### src/rtl/hcsl_pkg.sv
// Shared types, constants and helpers for the chunk-size line parser.
// No dependencies; used by hcsl_step and http_chunk_size_line_parser.
`default_nettype none
package hcsl_pkg;

  localparam int COUNT_WIDTH = 16;
  localparam int TOTAL_WIDTH = 48;
  localparam int SIZE_WIDTH  = 31;
  localparam int BYTE_WIDTH  = 8;
  localparam int STAT_WIDTH  = 2;
  // status travels on tuser; tdata carries the remaining result fields
  localparam int OUT_BITS    = SIZE_WIDTH + 2 * COUNT_WIDTH + TOTAL_WIDTH;
  localparam int OUT_TDATA_W = ((OUT_BITS + 7) / 8) * 8;

  localparam logic [COUNT_WIDTH-1:0] COUNT_MAX = '1;
  localparam logic [TOTAL_WIDTH-1:0] TOTAL_MAX = '1;

  localparam logic [BYTE_WIDTH-1:0] CH_CR   = 8'h0D;
  localparam logic [BYTE_WIDTH-1:0] CH_LF   = 8'h0A;
  localparam logic [BYTE_WIDTH-1:0] CH_SEMI = 8'h3B;
  localparam logic [BYTE_WIDTH-1:0] CH_SP   = 8'h20;
  localparam logic [BYTE_WIDTH-1:0] CH_TAB  = 8'h09;

  // result status codes
  localparam logic [STAT_WIDTH-1:0] ST_DATA  = 2'd0;
  localparam logic [STAT_WIDTH-1:0] ST_TRAIL = 2'd1;
  localparam logic [STAT_WIDTH-1:0] ST_ERROR = 2'd2;

  typedef enum logic [2:0] {
    PH_FIRST  = 3'd0,
    PH_DIGITS = 3'd1,
    PH_BLANKS = 3'd2,
    PH_CR     = 3'd3,
    PH_EXT    = 3'd4
  } phase_t;

  typedef struct packed {
    phase_t                  phase;
    logic [SIZE_WIDTH-1:0]   acc;
    logic [COUNT_WIDTH-1:0]  byte_count;
    logic [TOTAL_WIDTH-1:0]  total;
  } parse_state_t;

  typedef struct packed {
    logic [STAT_WIDTH-1:0]   status;
    logic [SIZE_WIDTH-1:0]   chunk_size;
    logic [COUNT_WIDTH-1:0]  line_length;
    logic [COUNT_WIDTH-1:0]  error_offset;
    logic [TOTAL_WIDTH-1:0]  body_total;
  } result_t;

  // bit 4 set when the byte is a hex digit, bits 3:0 its value
  function automatic logic [4:0] hex_digit(input logic [BYTE_WIDTH-1:0] b);
    logic [4:0] r;
    r = 5'd0;
    if (b >= 8'h30 && b <= 8'h39) begin
      r = {1'b1, 4'(b - 8'h30)};
    end else if (b >= 8'h61 && b <= 8'h66) begin
      r = {1'b1, 4'(b - 8'h57)};
    end else if (b >= 8'h41 && b <= 8'h46) begin
      r = {1'b1, 4'(b - 8'h37)};
    end
    return r;
  endfunction

endpackage
`default_nettype wire

### src/rtl/hcsl_step.sv
// One-byte state transition of the chunk-size line parser (combinational).
// Depends on hcsl_pkg.
`default_nettype none
module hcsl_step (
  input  wire  logic [hcsl_pkg::BYTE_WIDTH-1:0] data_byte,
  input  wire  hcsl_pkg::parse_state_t          cur,
  output hcsl_pkg::parse_state_t                nxt,
  output logic                                  res_valid,
  output hcsl_pkg::result_t                     res
);

  logic [4:0]                         hex;
  logic                               blank;
  logic [hcsl_pkg::COUNT_WIDTH-1:0]   cnt_inc;
  logic [hcsl_pkg::TOTAL_WIDTH:0]     sum_wide;
  logic                               do_done;
  logic                               do_err;
  logic [hcsl_pkg::COUNT_WIDTH-1:0]   err_off;
  logic                               term;

  always_comb begin
    hex     = hcsl_pkg::hex_digit(data_byte);
    blank   = (data_byte == hcsl_pkg::CH_SP) || (data_byte == hcsl_pkg::CH_TAB);
    cnt_inc = (cur.byte_count == hcsl_pkg::COUNT_MAX) ? cur.byte_count
                                                      : cur.byte_count + 1'b1;
    sum_wide = {1'b0, cur.total}
             + {{(hcsl_pkg::TOTAL_WIDTH + 1 - hcsl_pkg::SIZE_WIDTH){1'b0}}, cur.acc};
    nxt     = cur;
    do_done = 1'b0;
    do_err  = 1'b0;
    err_off = cur.byte_count;
    term    = 1'b0;

    case (cur.phase)
      hcsl_pkg::PH_FIRST, hcsl_pkg::PH_DIGITS: begin
        if (hex[4]) begin
          // any of the top four size bits set: next shift would overflow
          if (|cur.acc[hcsl_pkg::SIZE_WIDTH-1:hcsl_pkg::SIZE_WIDTH-4]) begin
            do_err  = 1'b1;
            err_off = cnt_inc;
          end else begin
            nxt.acc        = {cur.acc[hcsl_pkg::SIZE_WIDTH-5:0], hex[3:0]};
            nxt.phase      = hcsl_pkg::PH_DIGITS;
            nxt.byte_count = cnt_inc;
          end
        end else if (cur.phase == hcsl_pkg::PH_FIRST) begin
          do_err  = 1'b1;
          err_off = '0;
        end else begin
          term = 1'b1;
        end
      end
      hcsl_pkg::PH_BLANKS: term = 1'b1;
      hcsl_pkg::PH_CR: begin
        if (data_byte == hcsl_pkg::CH_LF) begin
          do_done = 1'b1;
        end else begin
          do_err = 1'b1;
        end
      end
      hcsl_pkg::PH_EXT: begin
        if (data_byte == hcsl_pkg::CH_LF) begin
          do_done = 1'b1;
        end else begin
          if (data_byte == hcsl_pkg::CH_CR) nxt.phase = hcsl_pkg::PH_CR;
          nxt.byte_count = cnt_inc;
        end
      end
      default: begin
        nxt.phase      = hcsl_pkg::PH_FIRST;
        nxt.acc        = '0;
        nxt.byte_count = '0;
      end
    endcase

    // blanks, terminators and extension start after the digits
    if (term) begin
      if (blank) begin
        nxt.phase      = hcsl_pkg::PH_BLANKS;
        nxt.byte_count = cnt_inc;
      end else if (data_byte == hcsl_pkg::CH_LF) begin
        do_done = 1'b1;
      end else if (data_byte == hcsl_pkg::CH_CR) begin
        nxt.phase      = hcsl_pkg::PH_CR;
        nxt.byte_count = cnt_inc;
      end else if (data_byte == hcsl_pkg::CH_SEMI) begin
        nxt.phase      = hcsl_pkg::PH_EXT;
        nxt.byte_count = cnt_inc;
      end else begin
        do_err = 1'b1;
      end
    end

    res_valid        = do_done || do_err;
    res.status       = hcsl_pkg::ST_ERROR;
    res.chunk_size   = '0;
    res.line_length  = '0;
    res.error_offset = err_off;
    res.body_total   = cur.total;

    if (do_done) begin
      nxt.total = sum_wide[hcsl_pkg::TOTAL_WIDTH] ? hcsl_pkg::TOTAL_MAX
                                                  : sum_wide[hcsl_pkg::TOTAL_WIDTH-1:0];
      res.status       = (cur.acc != '0) ? hcsl_pkg::ST_DATA : hcsl_pkg::ST_TRAIL;
      res.chunk_size   = cur.acc;
      res.line_length  = cnt_inc;
      res.error_offset = '0;
      res.body_total   = nxt.total;
    end

    if (res_valid) begin
      nxt.phase      = hcsl_pkg::PH_FIRST;
      nxt.acc        = '0;
      nxt.byte_count = '0;
    end
  end

endmodule
`default_nettype wire

### src/rtl/http_chunk_size_line_parser.sv
// Top level of the HTTP/1.1 chunk-size line parser: input register, parse state,
// output register with skid entry. Depends on hcsl_pkg and hcsl_step.
//
//   channel | dir | beat                 | tuser bits  | tdata bits (low to high)
//   s_*     | in  | one line byte        | -           | data_byte[7:0]
//   m_*     | out | one result per line  | status[1:0] | chunk_size[30:0]
//           |     |   or per error       |             | line_length[46:31]
//           |     |                      |             | error_offset[62:47]
//           |     |                      |             | body_total[110:63], zero pad [111]
//
// Throughput is one byte per cycle while s_tready is high; the final byte of a line sits
// in the input register, then its result is registered into the result register (or the
// skid entry behind a held result), and m_tvalid is driven from the result register.
// The per-byte step is a small phase decode plus a 4-bit shift-in and one 49-bit
// saturating add, all between the input register and the result register.
// rst (synchronous) clears the parse phase, size, byte count and body total.
// A stalled m_tready parks one result in the skid entry; s_tready drops only while
// the input register is full and the skid entry is occupied.
`default_nettype none
module http_chunk_size_line_parser (
  input  wire  logic                                clk,
  input  wire  logic                                rst,
  input  wire  logic                                s_tvalid,
  output logic                                      s_tready,
  input  wire  logic [hcsl_pkg::BYTE_WIDTH-1:0]     s_tdata,   // data_byte[7:0]
  output logic                                      m_tvalid,
  input  wire  logic                                m_tready,
  output logic [hcsl_pkg::STAT_WIDTH-1:0]           m_tuser,   // status[1:0]
  // chunk_size, line_length, error_offset, body_total, zero pad
  output logic [hcsl_pkg::OUT_TDATA_W-1:0]          m_tdata
);

  // input register
  logic                              s1_valid;
  logic [hcsl_pkg::BYTE_WIDTH-1:0]   s1_byte;
  logic                              s1_fire;

  // parse state
  hcsl_pkg::parse_state_t            state;
  hcsl_pkg::parse_state_t            state_next;
  logic                              res_valid;
  hcsl_pkg::result_t                 res;

  // result register and skid entry
  logic                              out_valid;
  hcsl_pkg::result_t                 out_res;
  logic                              skid_valid;
  hcsl_pkg::result_t                 skid_res;
  logic                              push;
  logic                              pop;

  hcsl_step u_step (
    .data_byte (s1_byte),
    .cur       (state),
    .nxt       (state_next),
    .res_valid (res_valid),
    .res       (res)
  );

  // the step may run whenever a free result slot is guaranteed
  assign s1_fire  = s1_valid && !skid_valid;
  assign s_tready = !s1_valid || !skid_valid;
  assign push     = s1_fire && res_valid;
  assign pop      = out_valid && m_tready;

  assign m_tvalid = out_valid;
  assign m_tuser  = out_res.status;
  assign m_tdata  = {{(hcsl_pkg::OUT_TDATA_W - hcsl_pkg::OUT_BITS){1'b0}},
                     out_res.body_total, out_res.error_offset, out_res.line_length,
                     out_res.chunk_size};

  always_ff @(posedge clk) begin
    if (rst) begin
      s1_valid <= 1'b0;
    end else if (s_tvalid && s_tready) begin
      s1_valid <= 1'b1;
    end else if (s1_fire) begin
      s1_valid <= 1'b0;
    end
    if (s_tvalid && s_tready) s1_byte <= s_tdata;
  end

  always_ff @(posedge clk) begin
    if (rst) begin
      state.phase      <= hcsl_pkg::PH_FIRST;
      state.acc        <= '0;
      state.byte_count <= '0;
      state.total      <= '0;
    end else if (s1_fire) begin
      state <= state_next;
    end
  end

  always_ff @(posedge clk) begin
    if (rst) begin
      out_valid  <= 1'b0;
      skid_valid <= 1'b0;
    end else begin
      if (push) begin
        if (!out_valid || (pop && !skid_valid)) begin
          out_valid <= 1'b1;
          out_res   <= res;
        end else if (pop) begin
          // skid moves up, new result parks behind it
          out_res    <= skid_res;
          skid_res   <= res;
        end else begin
          skid_valid <= 1'b1;
          skid_res   <= res;
        end
      end else if (pop) begin
        if (skid_valid) begin
          out_res    <= skid_res;
          skid_valid <= 1'b0;
        end else begin
          out_valid <= 1'b0;
        end
      end
    end
  end

  // skid entry is only used behind a held result
  a_skid_order: assert property (@(posedge clk) disable iff (rst)
    skid_valid |-> out_valid)
    else $error("skid entry occupied with empty result register");

  // an error result never carries a size or a length
  a_err_fields: assert property (@(posedge clk) disable iff (rst)
    (out_valid && out_res.status == hcsl_pkg::ST_ERROR) |->
      (out_res.chunk_size == '0 && out_res.line_length == '0))
    else $error("error result with nonzero size or length");

  // every emitted result sends the parser back to its start phase
  a_restart: assert property (@(posedge clk) disable iff (rst)
    push |=> (state.phase == hcsl_pkg::PH_FIRST && state.byte_count == '0))
    else $error("parser did not restart after a result");

  // running body total only grows
  a_total_mono: assert property (@(posedge clk) disable iff (rst)
    !$past(rst) |-> (state.total >= $past(state.total)))
    else $error("body total decreased");

endmodule
`default_nettype wire
### config.mk
export PLATFORM = sky130hd
export DESIGN_NAME = http_chunk_size_line_parser
export DESIGN_NICKNAME = d
export VERILOG_FILES = /design/src/rtl/hcsl_pkg.sv /design/src/rtl/hcsl_step.sv /design/src/rtl/http_chunk_size_line_parser.sv
export SDC_FILE = /design/constraint.sdc
export NUM_CORES = 1
export LEC_CHECK = 0
export ABC_AREA = 1
export BUFFER_PORTS_ARGS = -buffer_cell sky130_fd_sc_hd__buf_4
export CORE_MARGIN = 2
export CORE_UTILIZATION = 46
export CTS_CLUSTER_SIZE = 14
export DETAILED_ROUTE_END_ITERATION = 10
export REMOVE_ABC_BUFFERS = 1
export SYNTH_ARGS = -nofsm -noshare
export SYNTH_HDL_FRONTEND = slang
export SYNTH_SLANG_ARGS = --single-unit
### constraint.sdc
create_clock -name clk -period 26.4 [get_ports clk]
set_input_delay 5.28 -clock clk [delete_from_list [all_inputs] [get_ports clk]]
set_output_delay 5.28 -clock clk [all_outputs]
set_load 0.03 [all_outputs]
==> results of run 1 <==
==> cells in the final DEF, fill, tap and decap left out, types with 36 or more instances in the layout <==
cell type / synthesis / final
o21ai_0: 106 / 106
edfxtp_1: 234 / 234
nand2_1: 859 / 857
inv_1: 312 / 310
nand3_1: 159 / 159
buf_4: 4 / 140
nand4_1: 44 / 44
dfxtp_1: 101 / 101
a21oi_1: 67 / 67
nor2_1: 266 / 265
clkbuf_16: 0 / 38
ha_1: 36 / 36
==> cell families after synthesis <==
| logic type | count (synthesis) | synth area share (%) |
|---|---|---|
| adder cells (fa/ha/maj) | 37 | 2.57 |
| AND/OR/NAND/NOR | 1410 | 31.7 |
| other | 1 | 0.0205 |
| AO/OA/AOI/OAI | 222 | 6.66 |
| flip-flops | 335 | 49.4 |
| XOR/XNOR | 23 | 1.10 |
| buffers and inverters | 404 | 8.63 |
==> where the power goes <==
group | switching (mW) | internal (mW)
Clock | 0.216 | 0.300
Combinational | 0.0466 | 0.0187
Sequential | 0.00826 | 0.566
==> per-stage QoR <==
stage / hold slack, ps / cell area (um2) / setup slack, ps / util (%) / power [mW]
6_report: 488 / 20900 / 18180 / 52.8 / 1.16
5_1_grt: 512 / 20900 / 17800 / 52.8 / 1.20
4_1_cts: 485 / 20900 / 18050 / 52.8 / 1.17
3_5_place_dp: 476 / 19700 / 17470 / 49.7 / 0.651
3_3_place_gp: 471 / 19700 / 17490 / 49.7 / 0.650
2_1_floorplan: 453 / 17900 / 12350 / - / 0.626
==> area by class of cell <==
class	instances	area [um2]
sequential	335	9050
timing repair buffer	140	1050
fill	3849	18700
multi-input combinational	1693	7720
inverter	316	1190
clock inverter	23	211
clock buffer	44	993
tap	525	657
==> worst min-delay path by stage <==
| stage | startpoint | endpoint | slack (ps) | depth (start not counted) |
|---|---|---|---|---|
| after detailed placement | state[63] | state[63] | 480 | 2 |
| after CTS | state[63] | state[63] | 490 | 2 |
| after floorplan | state[60] | state[60] | 450 | 2 |
| final | state[63] | state[63] | 490 | 2 |
| after global placement | state[63] | state[63] | 470 | 2 |
| after global routing | state[60] | state[60] | 510 | 2 |
==> per-layer routing <==
layer | share of wire, % | track usage (%) | vias to the layer above
met2 | 46 | 39.8 | 392
met4 | 1.7 | 5.68 | 0
met3 | 5.0 | 3.66 | 60
met1 | 48 | 34.7 | 7268
li1 | - | - | 7977
met5 | 0 | 0 | -
==> registers in the layout, summed over array words and instances, names as in the netlist <==
name	flops
skid_valid	1
state	98
skid_res	113
m_tuser	2
m_tdata	111
s1_valid	1
s1_byte	8
m_tvalid	1
==> worst max-delay path: stages <==
cell and delay [ps]:
buf_4 100, a21oi_1 120, nor2_4 120, buf_4 470, clkinv_2 610, nand2_1 190
nand2_1 100, inv_4 500, buf_4 840
==> summary.md, run 1 <==
| Metric | Value |
|---|---|
| Status | `completed` |
| CP Capture Type | `register` |
| Fin crit share | `31.1%` |
| Synth Register Bits | `335` |
| Sequential area share after synthesis | `49.4%` |
| Wire per inst | `16.4 um` |
| HP Class | `reg -> reg` |
| Synth Flop Type | `edfxtp_1` |
| Post-synth ARST share | `0%` |
| Detailed placer's ending HPWL | `35,600 um` |
| Clk root buf | `clkbuf_16` |
| Io pins | `128` |
| Area of the die | `41,500 um2` |
| First-pass GRT wire length | `80,300 um` |
| Clock Pin Slew Worst Setup and Hold Paths | `60 ps` |
| Reg-to-Reg Start | `skid_valid` |
| Top cells by area, synth | `edfxtp_1, nand2_1, dfxtp_1` |
| Final GP Congestion | `0.940` |
| Min Tclk post-route | `8220 ps` |
| Drt total wl | `50,300 um` |
| Cell accounting for the most synthesized area | `edfxtp_1` |
| H-Tree Depth | `2` |
| Critical path destination | `m_tdata[15]` |
| Core footprint | `39,500 um2` |
| Overflow after GRT | `0` |
| Yosys warning count | `0` |
| Final ANT Viol Nets | `0` |
| DR pass1 iterations | `5` |
| FF-to-FF setup slack | `20,670 ps` |
| CTS tree | `yes` |
| Crit path from | `m_tready` |
| Finished Layout Cells | `3,076` |
| Post-Syn Area | `18,300 um2` |
| Ant. Diodes | `0` |
| Max Cap Violations | `0` |
| Starting DRT DRC Count | `1,104` |
| Synth cell count leaders | `nand2_1, inv_1, nor2_1, edfxtp_1, nand3_1` |
| Final Hold Vio Count | `0` |
| Via count | `15,700` |
| Layout cells sized above 1 | `9.17%` |
| Synth-to-Final Area Change | `13.8%` |
| Clk Latency, worst-skew pair | `570 ps` |
| Number of global-route vias before repair | `14,800` |
| Worst clock skew | `31.8 ps` |
| Most numerous cell in the Yosys netlist | `nand2_1` |
| Vias/cell | `5.10` |
| Setup TNS | `0 ps` |
| Chip width | `204 um` |
| CP Launch Type | `primary input` |
| R2R depth | `11` |
| Worst-Margin Slew | `1040 ps` |
| Detailed-route DRC error count | `0` |
| CTS hold repair buffers | `0` |
| Max IR drop VDD | `0.0375 mV` |
| Leakage power | `9.68 nW` |
| Relative slew slack | `30.9%` |
| Maximum clock rate | `0.122 GHz` |
| Number of buffers added on ports | `126` |
| Setup CP Type | `in -> reg` |
| Final number of setup-violating endpoints | `0` |
| Avg Cell Area, Syn | `7.54 um2` |
| WP data required | `26,570 ps` |
| Arrival time at the worst endpoint | `8380 ps` |
| Nets | `2,572` |
| Largest net degree at the start of global routing | `89` |
| RSZ-0062 raised after global routing | `false` |
| Initial Utilization | `46.4%` |
| Post-CTS setup buffer count | `0` |
| Global Route Usage Sum | `24.6%` |
| P per Cell Area | `55.4 nW/um2` |
| Synth top area share | `38.3%` |
| Num Clock Sinks | `335` |
| CTS Buf Count | `37` |
| Cells after Synth | `2,432` |
| Final Max Slew Viols | `0` |
| # rows | `73` |
| Placed insts | `3,009` |
| Post_cts resized | `0` |
| Critical path peak fanout | `69` |
| Unique masters post-synth | `41` |
| Reg2reg end | `m_tdata[15]` |
| Die Y | `204 um` |
| Clock Path Buffers | `3` |
| Post-synth EDFFs | `234` |
| Initial antenna violation count | `0` |
No activity file was read; power rests on OpenSTA's default activity.
==> run 2, diff against run 1 <==
- PLACE_DENSITY: default -> 0.66
- clock period: 26.4 -> 7.3 ns (I/O delays scaled with it)
==> run 2 against run 1 <==
- clock skew down 6.2 ps
- wire length about the same
- cell area is 0.16% higher
- count of clock-buffer cells in the layout rose by 7
- setup slack got worse by 15000 ps
- largest power group unchanged
==> summary.md, run 2 (same netlist as run 1, synthesis figures left out) <==
| Metric | Value |
|---|---|
| CTS hold repair buffers | `0` |
| Clk pwr share | `45.2%` |
| H-Tree Depth | `2` |
| Num Clock Sinks | `335` |
| Leakage power | `9.69 nW` |
| Die Y | `204 um` |
| Area of the die | `41,500 um2` |
| # rows | `73` |
| Finished Layout Cells | `3,076` |
| DR pass1 iterations | `7` |
| HP Class | `reg -> reg` |
| Grt met3 use | `3.52%` |
| Starting DRT DRC Count | `1,191` |
| Met1 usage | `35.5%` |
| Ant. Diodes | `0` |
| Largest net degree at the start of global routing | `103` |
| Combinational share of power | `5.6%` |
| RSZ-0062 raised after global routing | `false` |
| Relative slew slack | `21.1%` |
| Total power | `4.23 mW` |
| Clock Path Buffers | `3` |
| Final Hold Vio Count | `0` |
| Synth-to-Final Area Change | `14.0%` |
| Final Max Slew Viols | `0` |
| CTS Buf Count | `37` |
| Commonest non-fill, non-tap cells in the layout | `nand2_1, inv_1, nor2_1` |
| Io pins | `128` |
| Seq pwr share | `49.2%` |
| CP Launch Type | `register` |
| Clock Pin Slew Worst Setup and Hold Paths | `60 ps` |
| CP Capture Type | `register` |
| Arrival time at the worst endpoint | `4620 ps` |
| Initial Utilization | `46.4%` |
| Largest register by flop count | `skid_res` |
| Post_cts resized | `0` |
| Critical path peak fanout | `70` |
| CTS tree | `yes` |
| Via count | `15,900` |
| Post-CTS setup buffer count | `0` |
| Int Power | `3.26 mW` |
| Global route hottest layer | `met2` |
| Post-DP Area | `19,700 um2` |
| Detailed placer's ending HPWL | `35,600 um` |
| Fin crit share | `61.1%` |
| Final number of setup-violating endpoints | `0` |
| Min Tclk post-route | `4460 ps` |
| Status | `completed` |
| Drt total wl | `50,300 um` |
| Setup CP Type | `reg -> reg` |
| Worst clock skew | `25.5 ps` |
| Wire per inst | `16.3 um` |
| Nets | `2,572` |
| Overflow after GRT | `0` |
| Core footprint | `39,500 um2` |
| Sw power | `968 uW` |
| Number of buffers added on ports | `126` |
| Maximum clock rate | `0.224 GHz` |
| Max FFs per register | `113` |
| FF/Latch Area | `9050 um2` |
| Switching Share | `22.9%` |
| Met2 Usage GRT | `37.8%` |
| Clk root buf | `clkbuf_16` |
| Vias/cell | `5.17` |
| Layout cells sized above 1 | `9.02%` |
| Clk Latency, worst-skew pair | `560 ps` |
| Final instance area | `20,900 um2` |
| P per Cell Area | `202 nW/um2` |
| Number of global-route vias before repair | `14,700` |
| Final GP Congestion | `0.973` |
| Detailed-route DRC error count | `0` |
| First-pass GRT wire length | `80,000 um` |
| Post-Route Utilization | `52.9%` |
| Max IR drop VDD | `0.141 mV` |
| Area occupied by multi-input gates | `7720 um2` |
| Max Cap Violations | `0` |
| Commonest non-fill, non-tap cell in the layout | `nand2_1` |
| WP data required | `7460 ps` |
| Fill count | `3,829` |
| Final ANT Viol Nets | `0` |
| Global Route Usage Sum | `24.3%` |
| Placed insts | `3,009` |
| Worst-Margin Slew | `1180 ps` |
| Chip width | `204 um` |
| Initial antenna violation count | `1` |
## run 2: cell count changes in the layout (fill, tap and decap cells not counted), sizes merged
cell      change
bufinv        +1
clkinv        -8
clkbuf        +7
inv           +2
clkinvlp      -2
## run 2: worst max-delay path, stage by stage, from the launching register on
cell and delay (ps):
edfxtp_1 430, inv_1 90, ha_1 230, nand2_1 70
nand2_1 80, o21ai_4 280, nand2_2 150, nand2_1 100
nand2_2 60, o21ai_2 130, nand4_4 550, nor2_4 300
clkinv_2 450, nand2_1 180, nand2_1 100, inv_4 100
buf_4 670
## run 2: layout make-up
| class | count | area share [%] |
|---|---|---|
| repair buffers | 140 | 5.03 |
| inverters | 316 | 5.69 |
| multi-input cells | 1693 | 36.9 |
| clock buffers | 51 | 4.97 |
| clock inverters | 16 | 0.958 |
| well taps | 525 | 3.14 |
| flip-flops and latches | 335 | 43.3 |
## run 2: metrics by stage
step / setup slack (ps) / TNS [ps] / hold slack (ps)
finish: 2840 / 0 / 485
global route: 2390 / 0 / 508
CTS: 2860 / 0 / 487
detailed placement: 2890 / 0 / 477
global placement: 3030 / 0 / 469
floorplan: -2950 / -333440 / 453
## run 2: path summary, 6_finish.rpt
path / from / to / slack (ps) / cells past startpoint
hold / removal: state[60] / state[60] / 490 / 2
setup reg to reg: s1_byte[0] / m_tdata[20] / 2840 / 16
setup / recovery: s1_byte[0] / m_tdata[20] / 2840 / 16
hold reg to reg: state[60] / state[60] / 490 / 2
## run 2: power groups by stage
stage | registers, mW | clock network (mW) | logic [mW]
2_1_floorplan | 2.12 | 0 | 0.139
3_3_place_gp | 2.12 | 0 | 0.233
3_5_place_dp | 2.12 | 0 | 0.236
4_1_cts | 2.08 | 1.95 | 0.238
5_1_grt | 2.08 | 2.02 | 0.266
6_report | 2.08 | 1.91 | 0.237
## run 2: layer usage
metal  wire length (um)  vias up
met5                 11        -
met4                900        2
met3               2650       63
met2              22200      442
met1              24500     7428
li1                   -     7968
